**config.mk**
```make
export PLATFORM = sky130hd
export DESIGN_NAME = tnv_div9
export DESIGN_NICKNAME = d
export VERILOG_FILES = /design/src/hw/rtl/tnv_pkg.sv /design/src/hw/rtl/tnv_div9.sv
export SDC_FILE = /design/constraint.sdc
export NUM_CORES = 1
export LEC_CHECK = 0
export BUFFER_PORTS_ARGS = -buffer_cell sky130_fd_sc_hd__buf_2
export CAP_MARGIN = 20
export CORE_MARGIN = 2
export CORE_UTILIZATION = 40
export DETAILED_ROUTE_END_ITERATION = 10
export MAX_ROUTING_LAYER = met4
export PLACE_DENSITY_LB_ADDON = 0.08
export SLEW_MARGIN = 0
export SYNTH_ARGS = -nofsm -noshare
export SYNTH_HDL_FRONTEND = slang
export SYNTH_SLANG_ARGS = --single-unit
export TNS_END_PERCENT = 50
```
**constraint.sdc**
```tcl
create_clock -name clk_i -period 5.3 [get_ports clk_i]
set_input_delay 0.795 -clock clk_i [delete_from_list [all_inputs] [get_ports clk_i]]
set_output_delay 0.795 -clock clk_i [all_outputs]
set_load 0.03 [all_outputs]
```
**src/hw/rtl/tnv_pkg.sv**
```systemverilog
`timescale 1ns / 1ps

package tnv_pkg;

  localparam int unsigned NODES      = 4;
  localparam int unsigned DIM        = 3;
  localparam int unsigned COORD_W    = 16;
  localparam int unsigned EDGE_W     = COORD_W + 1;
  localparam int unsigned PROD_W     = 2 * EDGE_W;
  localparam int unsigned NRM_W      = PROD_W + 1;
  localparam int unsigned MAG_W      = PROD_W;
  localparam int unsigned SQ_W       = 2 * MAG_W;
  localparam int unsigned SQSUM_W    = SQ_W + 2;
  localparam int unsigned SQ_OUT_W   = 63;
  localparam int unsigned FRAC_SHIFT = 17;
  localparam int unsigned DOT_W      = COORD_W + NRM_W;
  localparam int unsigned SUM_W      = 56;
  localparam int unsigned VOL_W      = 53;
  localparam int unsigned DIVISOR    = DIM * DIM;
  localparam int unsigned REM_W      = $clog2(DIVISOR);
  localparam int unsigned DIV_BITS   = 8;
  localparam int unsigned DIV_STEPS  = SUM_W / DIV_BITS;
  localparam int unsigned DIV_LAT    = DIV_STEPS + 2;
  localparam int unsigned FACE_DLY   = DIV_LAT + NODES;
  localparam int unsigned PIPE_LAT   = 6;

  localparam logic [1:0] FACE_FIRST = 2'd0;
  localparam logic [1:0] FACE_LAST  = 2'd3;

  typedef logic signed [COORD_W-1:0] coord_t;

  typedef struct packed {
    logic                    vld;
    logic [1:0]              idx;
    logic signed [NRM_W-1:0] nx;
    logic signed [NRM_W-1:0] ny;
    logic signed [NRM_W-1:0] nz;
    logic [SQ_OUT_W-1:0]     sq;
    logic signed [SUM_W-1:0] dot;
  } face_t;

  typedef struct packed {
    logic                    vld;
    logic signed [VOL_W-1:0] vol;
    logic                    bad;
  } vol_t;

endpackage

```
**src/hw/rtl/tnv_div9.sv**
```systemverilog
`timescale 1ns / 1ps

module tnv_div9 (
  input  logic                             clk_i,
  input  logic                             rst_ni,
  input  logic                             vld_i,
  input  logic signed [tnv_pkg::SUM_W-1:0] sum_i,
  output tnv_pkg::vol_t                    vol_o
);
  import tnv_pkg::*;

  logic [DIV_LAT-1:0] vld_q;
  logic [SUM_W-1:0]   w_q   [DIV_STEPS+1];
  logic [REM_W-1:0]   rem_q [DIV_STEPS+1];
  logic               neg_q [DIV_STEPS+1];
  logic signed [VOL_W-1:0] vol_q;
  logic               bad_q;
  logic [SUM_W-1:0]   quo;

  always_ff @(posedge clk_i or negedge rst_ni) begin
    if (!rst_ni) begin
      vld_q <= '0;
    end else begin
      vld_q <= {vld_q[DIV_LAT-2:0], vld_i};
    end
  end

  // magnitude and sign
  always_ff @(posedge clk_i) begin
    neg_q[0] <= sum_i[SUM_W-1];
    w_q[0]   <= sum_i[SUM_W-1] ? SUM_W'(-sum_i) : SUM_W'(sum_i);
    rem_q[0] <= '0;
  end

  // restoring long division, a byte of quotient per stage
  for (genvar k = 1; k <= DIV_STEPS; k++) begin : g_step
    logic [SUM_W-1:0] w_d;
    logic [REM_W-1:0] rem_d;

    always_comb begin
      logic [REM_W:0] r5;
      w_d   = w_q[k-1];
      rem_d = rem_q[k-1];
      for (int i = 0; i < DIV_BITS; i++) begin
        r5 = {rem_d, w_d[SUM_W-1]};
        if (r5 >= (REM_W+1)'(DIVISOR)) begin
          rem_d = REM_W'(r5 - (REM_W+1)'(DIVISOR));
          w_d   = {w_d[SUM_W-2:0], 1'b1};
        end else begin
          rem_d = REM_W'(r5);
          w_d   = {w_d[SUM_W-2:0], 1'b0};
        end
      end
    end

    always_ff @(posedge clk_i) begin
      w_q[k]   <= w_d;
      rem_q[k] <= rem_d;
      neg_q[k] <= neg_q[k-1];
    end
  end

  assign quo = w_q[DIV_STEPS];

  always_ff @(posedge clk_i) begin
    vol_q <= neg_q[DIV_STEPS] ? VOL_W'(-quo) : VOL_W'(quo);
    bad_q <= neg_q[DIV_STEPS] || (quo == '0);
  end

  always_comb begin
    vol_o.vld = vld_q[DIV_LAT-1];
    vol_o.vol = vol_q;
    vol_o.bad = bad_q;
  end

endmodule

```
Word-level counts from Yosys, hierarchy flattened
Memory sizes are Yosys's and may differ from the RTL's.
Cells that the tools add are included.
{ "word_totals": {"register_bits": 63, "mem_bits_rw": 488, "in_bits": 59, "output_inout_bits": 55, "elab_cells": 236, "n_memories": 3} }
{ "memory_table": {"columns": ["memory", "words", "word_bits", "rd", "rd_clocked_by_memory_dff", "write_ports", "line_no", "source"], "rows": [
  ["w_q", 8, 56, 8, 0, 8, "tnv_div9.sv:13", "logic [SUM_W-1:0] w_q [DIV_STEPS+1];"],
  ["rem_q", 8, 4, 7, 0, 8, "tnv_div9.sv:14", "logic [REM_W-1:0] rem_q [DIV_STEPS+1];"],
  ["neg_q", 8, 1, 8, 0, 8, "tnv_div9.sv:15", "logic neg_q [DIV_STEPS+1];"]
]} }
{ "op_classes": {"add_sub_neg": 58, "magnitude_cmp": 56, "mux": 114, "n_reduce_logical": 2} }
{ "ops": {"columns": ["operator", "count"], "rows": [
  ["$ge A5 B4 Y1 const B", 56],
  ["$mux W4", 56],
  ["$sub A4 B4 Y4 const B", 56],
  ["$logic_not A56 Y1", 1],
  ["$mux W1", 56],
  ["$mux W56", 1],
  ["$neg A56 Y56", 1],
  ["$mux W53", 1],
  ["$neg A53 Y53", 1],
  ["$logic_or A1 B1 Y1", 1]
]} }

Depth between registers and ports, before layout
Gate-level depths: netlist of the first run.
{ "depth": {"depth_word": 16, "mapped_depth": 25} }

Worst setup path after synthesis of the first run
Ideal clock, no wire load.
{ "synth_path": {"kind": "flip-flop to flip-flop", "from": "memory w_q[1][55] (netlist: w_q[0][111])", "to": "memory rem_q[2][0] (netlist bit)", "setup_ps": 121, "arrival_ps": 5068, "setup_slack_ps": 111, "path_stages_with_launch": 25, "path_buffers": 1, "path_cell_list": "dfxtp_1 -> buf_2 -> inv_1 -> ha_1 -> or3b_1 -> a211o_1 -> nand4_1 -> nand3_1 -> a21oi_1 -> o21a_1 -> ha_1 -> inv_1 -> o2111a_1 -> a22oi_2 -> mux2_2 -> inv_1 -> ha_1 -> o41ai_1 -> mux2i_1 -> a21oi_2 -> o21ai_1 -> nor3_1 -> mux2i_1 -> nor2b_1 -> mux2_2"} }
{ "synth_lines": {"columns": ["item", "line_no"], "rows": [
  ["from (decl)", "tnv_div9.sv:13"],
  ["to (decl)", "tnv_div9.sv:14"]
]} }

==> metrics.cfg, run 1 <==
[run_status]
outcome=complete, no violations

[placement]
routabilityCongestion=0.857
hpwl_mm=32.0
port-buffer-count=113
postPlaceCellArea_sq_mm=0.0220

[logic_synthesis]
ys_top_cells_by_area=dfxtp_1, xnor2_1, o21ai_0, nand2_1, o31ai_1
synth_ff_type=dfxtp_1
yosysTopAreaCell=dfxtp_1
yosysUniqueCellTypes=104
synth_most_common_cell=dfxtp_1
ys_ff_latch=522
synthCells=2024
yosys-top-cells-count=dfxtp_1, nand2_1, o21ai_0, xnor2_1, inv_1
syn_area_per_cell_sq_um=10.0
yosys_warnings=0
synth_nets=2111
synth_edf_count=0
synth_top_area_share_pct=50.5
synth.cell_area_sq_mm=0.0203
synth_seq_area_share_pct=51.6
synthArstFlopShare_pct=1.72

[routing]
drt_wl_total_mm=43.6
via_count=15218
routedWlPerCell_um=15.0
post-route-drc-count=0
drt_iter0_drc=1064
antenna_left=0
vias_per_cell=5.22
drt-pass1-iter-count=5

[timing]
setup_tns_ns=0
fin_crit_ns=5.09
worst_pin_slew_ns=1.05
maxSlewHeadroom_pct=29.8
final_max_slew_viol_count=0
hold_violations=0
setup_violations=0
fmax_mhz=197
period_share_pct=96.0
fin_skew_ns=0.0158

[flow_run]
max-cap-violations=0

[floorplan]
fp.coreArea_sq_mm=0.0502
die_h_um=229
initial_core_util_pct=40.5
pin_count=114
die_w_um=229
num_rows=82
die-area_sq_mm=0.0526

[final_layout]
fill_cells=4624
fin_area_sq_mm=0.0242
finalNetCount=2282
post_route_cells_drive_above_1_share_pct=18.4
multiInputGateArea_sq_mm=0.00944
syn2layout_area_growth_pct=18.9
register_area_sq_mm=0.0105

[worst_hold_path]
hp-class=input pin to asynchronous set/reset pin

[worst_setup_path]
crit_arrival_ns=5.57
worstPathBufferInverterCount=1
end_kind=flop
required_ns=5.78
path_cells=inv_1 -> ha_1 -> o31a_1 -> o311a_1 -> a211o_1 -> a21o_1 -> o211ai_1 -> a31oi_2 -> mux2_2 -> or4_4 -> a211o_1 -> a31oi_4 -> or2_0 -> a2111oi_0 -> or3_4 -> o21a_1 -> or2_1
crit_family=compound AO/OA/AOI/OAI gates
crit_slowest_cell=or4_4
worstSetupPathType=flop to flop
worstSetupStartpointType=flop
crit_fanout=9
max_stage_delay_ns=0.53
cpMostUsedCell=a211o_1

[clock_network]
htreeDepth=2
clock-root-buffer=clkbuf_16
cts_tree=built
cts_buffers=53
numClockSinks=522
max-clock-path-buffers=3
clkTransAtPathRegs_ns=0.06
clk_latency_ns=0.60
holdBufCountCts=0

[grt]
grt_remaining_overflow=0
grt_start_max_net_pins=56
grt_pass1_vias=14255
antenna_found_initial=5
groute.usage.overall_pct=16.8
grt_pass1_wl_mm=71.5

==> area by class of cell <==
cell class | count | area share (%)
Antenna cell | 4 | 0.0414
Clock buffer | 67 | 6.17
Clock inverter | 32 | 1.60
Inverter | 88 | 1.37
Multi-Input combinational cell | 1339 | 39.1
Sequential cell | 522 | 43.5
Tap cell | 672 | 3.48
Timing Repair Buffer | 191 | 4.76
==> flip-flops by register name, summed over array words and instances (netlist names) <==
register  count
bad_q         1
neg_q         8
rem_q        24
vld_q         9
vol_q        53
w_q         427
==> layout by cell type, fill, tap and decap left out, types with 48 or more instances in the layout <==
| master | synthesis | final |
|---|---|---|
| dfxtp_1 | 513 | 506 |
| nand2_1 | 133 | 133 |
| buf_2 | 13 | 113 |
| xnor2_1 | 114 | 112 |
| o21ai_0 | 114 | 106 |
| inv_1 | 88 | 88 |
| nor2_1 | 87 | 85 |
| buf_4 | 2 | 78 |
| a21oi_1 | 69 | 68 |
| o31ai_1 | 58 | 56 |
| clkbuf_16 | 0 | 55 |
| nand3_1 | 48 | 48 |
==> worst register-to-register path: cells and delay by family (launching register included) <==
family,cells,cell delay [ns]
AO/OA/AOI/OAI,10,2.61
AND/OR/NAND/NOR,4,1.34
flip-flops,1,0.39
multiplexers,1,0.33
adder cells (fa/ha/maj),1,0.25
buffers and inverters,1,0.07
==> logic make-up (layout without fill, tap and decap cells) <==
kind of cell             count (synthesis)  in the layout  share of synthesized area [%]
other                                    0              4                              0
buffers and inverters                  163            378                           3.20
adder cells (fa/ha/maj)                 31             31                           1.87
XOR/XNOR                               123            123                           5.34
AND/OR/NAND/NOR                        533            533                           13.7
multiplexers                            51             51                           2.75
flip-flops                             522            522                           51.6
AO/OA/AOI/OAI                          601            601                           21.6
==> layer usage <==
| layer | global-route usage [%] | share of wire [%] |
|---|---|---|
| met3 | 3.22 | 4.4 |
| met4 | 5.19 | 1.9 |
| met5 | - | 0 |
| met2 | 25.4 | 44 |
| met1 | 22.6 | 50 |
==> stage by stage <==
step           worst slack [ns]  hold slack, ns  std cells  utilization [%]
6_report                  0.211          0.0402       2915             48.2
5_1_grt                 -0.0447          0.0216       2915             48.2
4_1_cts                  0.0335         0.00373       2905             47.5
3_5_place_dp             0.0468           0.312       2806             43.8
3_3_place_gp              0.110           0.310       2806             43.8
2_1_floorplan             0.111           0.310       2024                -
==> worst paths after layout <==
kind	from	end	slack (ns)	cells past startpoint
min	rst_ni	vld_q[0]$_DFF_PN0_	0.04	1
max reg2reg	rem_q[4][0]$_DFF_P_	w_q[1][56]$_DFF_P_	0.21	17
min reg2reg	w_q[0][22]$_DFF_P_	w_q[0][86]$_DFF_P_	0.32	0
max in group asynchronous	rst_ni	vld_q[6]$_DFF_PN0_	5.09	1
min in group clk_i	vld_i	vld_q[0]$_DFF_PN0_	0.31	1
max	rem_q[4][0]$_DFF_P_	w_q[1][56]$_DFF_P_	0.21	17
==> repair_timing <==
action | CTS | global route
setup endpoints to repair | 0 | 29
gates resized for setup | 0 | 59
setup buffers | 0 | 6
Power of run 1 is not shown: default switching activity piles up to over one toggle a cycle in this logic, so the estimate is an artifact.
==> run 2: changes to the inputs <==
Settings changed: ABC_AREA set to 1, CELL_PAD_IN_SITES_DETAIL_PLACEMENT set to 1, CELL_PAD_IN_SITES_GLOBAL_PLACEMENT set to 1.
==> run 2 against run 1 <==
Setup slack gained 0.31 ns. Critical path depth grew 13. First-iteration DRC count shrank 58%. Synthesized cell count grew 7.5%. Die area shrank 4.9%. Clock skew grew 0.0019 ns. Sequential cell count is the same. Critical path type unchanged.
==> metrics.cfg, run 2 <==
[floorplan]
fp.coreArea_sq_mm=0.0477  ; was 0.0502 sq mm
initial_core_util_pct=40.5  ; about the same
die_w_um=224  ; was 229 um
num_rows=80  ; was 82
die_h_um=224  ; was 229 um
die-area_sq_mm=0.0501  ; was 0.0526 sq mm
pin_count=114  ; unchanged

[clock_network]
clkTransAtPathRegs_ns=0.06  ; about the same
holdBufCountCts=1  ; was 0
ctsResizeCount=0  ; unchanged
numClockSinks=522  ; unchanged
cts_buffers=54  ; was 53
max-clock-path-buffers=3  ; unchanged
cts_setup_buffers=0  ; unchanged
clk_latency_ns=0.60  ; about the same
clock-root-buffer=clkbuf_16  ; unchanged
cts_tree=built  ; unchanged
htreeDepth=2  ; unchanged

[final_layout]
fill_cells=5613  ; was 4624
finalNetCount=2424  ; was 2282
largest_reg_flops=427  ; unchanged
utilization_pct=47.3  ; was 48.2%
syn2layout_area_growth_pct=16.9  ; was 18.9%
top_register=w_q  ; unchanged
layout_commonest_cell=dfxtp_1  ; unchanged
multiInputGateArea_sq_mm=0.00776  ; was 0.00944 sq mm
layout_common_cells=dfxtp_1, nand2_1, inv_1  ; was dfxtp_1, nand2_1, buf_2
register_area_sq_mm=0.0105  ; about the same
post_route_cells_drive_above_1_share_pct=20.2  ; was 18.4%
reg_top3=w_q: 427 flops, vol_q: 53 flops, rem_q: 24 flops  ; unchanged

[routing]
drt_iter0_drc=442  ; was 1064
drt_wl_total_mm=42.2  ; was 43.6 mm
routedWlPerCell_um=14.1  ; was 15.0 um
via_count=13935  ; was 15218
drt-pass1-iter-count=4  ; was 5
vias_per_cell=4.65  ; was 5.22
post-route-drc-count=0  ; unchanged
antenna_left=0  ; unchanged

[logic_synthesis]
synth_top_area_share_pct=53.2  ; was 50.5%
synth_seq_area_share_pct=54.3  ; was 51.6%
synth_most_common_cell=dfxtp_1  ; unchanged
yosys-top-cells-count=dfxtp_1, nand2_1, inv_1  ; was dfxtp_1, nand2_1, o21ai_0, xnor2_1, inv_1
yosys_warnings=0  ; unchanged
ys_ff_latch=522  ; unchanged
synthCells=2176  ; was 2024
synthArstFlopShare_pct=1.72  ; unchanged
yosysUniqueCellTypes=54  ; was 104
ys_top_cells_by_area=dfxtp_1, nand2_1, inv_1, nand3_1, xor2_1  ; was dfxtp_1, xnor2_1, o21ai_0, nand2_1, o31ai_1
synth_edf_count=0  ; unchanged
syn_area_per_cell_sq_um=8.88  ; was 10.0 sq um
synth.cell_area_sq_mm=0.0193  ; was 0.0203 sq mm
yosysTopAreaCell=dfxtp_1  ; unchanged
synth_ff_type=dfxtp_1  ; unchanged
synth_nets=2263  ; was 2111

[grt]
grt_remaining_overflow=0  ; unchanged
grt_start_max_net_pins=32  ; was 56
antenna_found_initial=2  ; was 5
grt_pass1_wl_mm=69.8  ; was 71.5 mm
grt_pass1_vias=14448  ; was 14255
groute.usage.overall_pct=17.6  ; was 16.8%

[placement]
dp_worst_setup_slack_ns=0.400  ; was 0.0468 ns
routabilityCongestion=0.824  ; was 0.857
port-buffer-count=113  ; unchanged
hpwl_mm=32.0  ; about the same

[worst_setup_path]
required_ns=5.82  ; was 5.78 ns
r2r_setup_slack_ns=0.53  ; was 0.21 ns
crit_arrival_ns=5.29  ; was 5.57 ns
worstSetupPathType=flop to flop  ; unchanged
end_kind=flop  ; unchanged
max_stage_delay_ns=0.35  ; was 0.53 ns
crit_fanout=5  ; was 9
worstSetupStartpointType=flop  ; unchanged
cpMostUsedCell=inv_1  ; was a211o_1
crit_slowest_cell=dfxtp_1  ; was or4_4

[timing]
setup_violations=0  ; unchanged
setup_tns_ns=0  ; unchanged
fmax_mhz=209  ; was 197 MHz
worst_pin_slew_ns=0.982  ; was 1.05 ns
final_max_slew_viol_count=0  ; unchanged
maxSlewHeadroom_pct=34.5  ; was 29.8%
hold_violations=0  ; unchanged
worst_slack_ns=0.526  ; was 0.211 ns
fin_skew_ns=0.0177  ; was 0.0158 ns
period_share_pct=90.1  ; was 96.0%
rsz0062_at_grt=no
fin_crit_ns=4.77  ; was 5.09 ns

[run_status]
outcome=complete, no violations  ; unchanged

[worst_hold_path]
hp-class=input pin to flop  ; was input pin to asynchronous set/reset pin

[flow_run]
max-cap-violations=0  ; unchanged

-- run 2: cell count changes after synthesis, sizes merged, moves of 45 or more --
| cell | change |
|---|---|
| clkbuf | -45 |
| inv | +174 |
| nand2 | +480 |
| nand3 | +141 |
| nor2 | +84 |
| o21ai | -45 |
| o31ai | -53 |
| xnor2 | -56 |
| xor2 | +81 |
-- run 2: path summary, 6_finish.rpt --
| kind | startpoint | to | depth (start not counted) |
|---|---|---|---|
| max | w_q[0][53]$_DFF_P_ | rem_q[1][2]$_DFF_P_ | 30 |
| min | vld_i | vld_q[0]$_DFF_PN0_ | 1 |
| max reg2reg | w_q[0][53]$_DFF_P_ | rem_q[1][2]$_DFF_P_ | 30 |
| min reg2reg | w_q[1][86]$_DFF_P_ | w_q[1][150]$_DFF_P_ | 0 |
| max in group asynchronous | rst_ni | vld_q[8]$_DFF_PN0_ | 2 |
| min in group asynchronous | rst_ni | vld_q[0]$_DFF_PN0_ | 2 |
-- run 2: cells by family (layout without fill, tap and decap cells) --
logic type	Yosys count	count (layout)	synth area share [%]
AOI/OAI and AO/OA	145	145	4.64
xor gates and xnor gates	148	148	6.79
adders and majority gates	28	28	1.81
buffers and inverters	278	484	5.49
DFF	522	522	54.3
other	0	3	0
and+or+nand+nor	1055	1055	26.9
-- run 2: area by class of cell --
cell class | count | area share [%]
well taps | 615 | 3.41
flip-flops and latches | 522 | 46.5
multi-input cells | 1376 | 34.4
inverters | 265 | 4.45
diodes | 3 | 0.0333
clock buffers | 71 | 6.89
repair buffers | 118 | 2.68
clock inverters | 30 | 1.68
-- run 2: through the flow --
step,instances,hold WS (ns),instance area (sq um)
CTS,2997,0.265,22600
detailed placement,2895,0.313,20600
global route,2999,0.284,22600
global placement,2895,0.310,20600
finish,3000,0.310,22600
floorplan,2176,0.310,19300
-- run 2: layer usage --
| layer | GRT usage [%] | part of all wire [%] |
|---|---|---|
| met4 | 6.49 | 3.1 |
| met2 | 30.2 | 49 |
| met1 | 21.0 | 45 |
| met3 | 2.51 | 3.0 |
| met5 | - | 0 |
-- run 2: critical path: cells and delay by family, from the launching register on --
kind                       cells  cell delay (ns)
AOI/OAI and AO/OA              4             0.80
xor gates and xnor gates       4             0.79
adders and majority gates      4             0.76
buffers and inverters          6             0.53
DFF                            1             0.35
and+or+nand+nor               12             1.46
Power of run 2 is left out for the same reason.
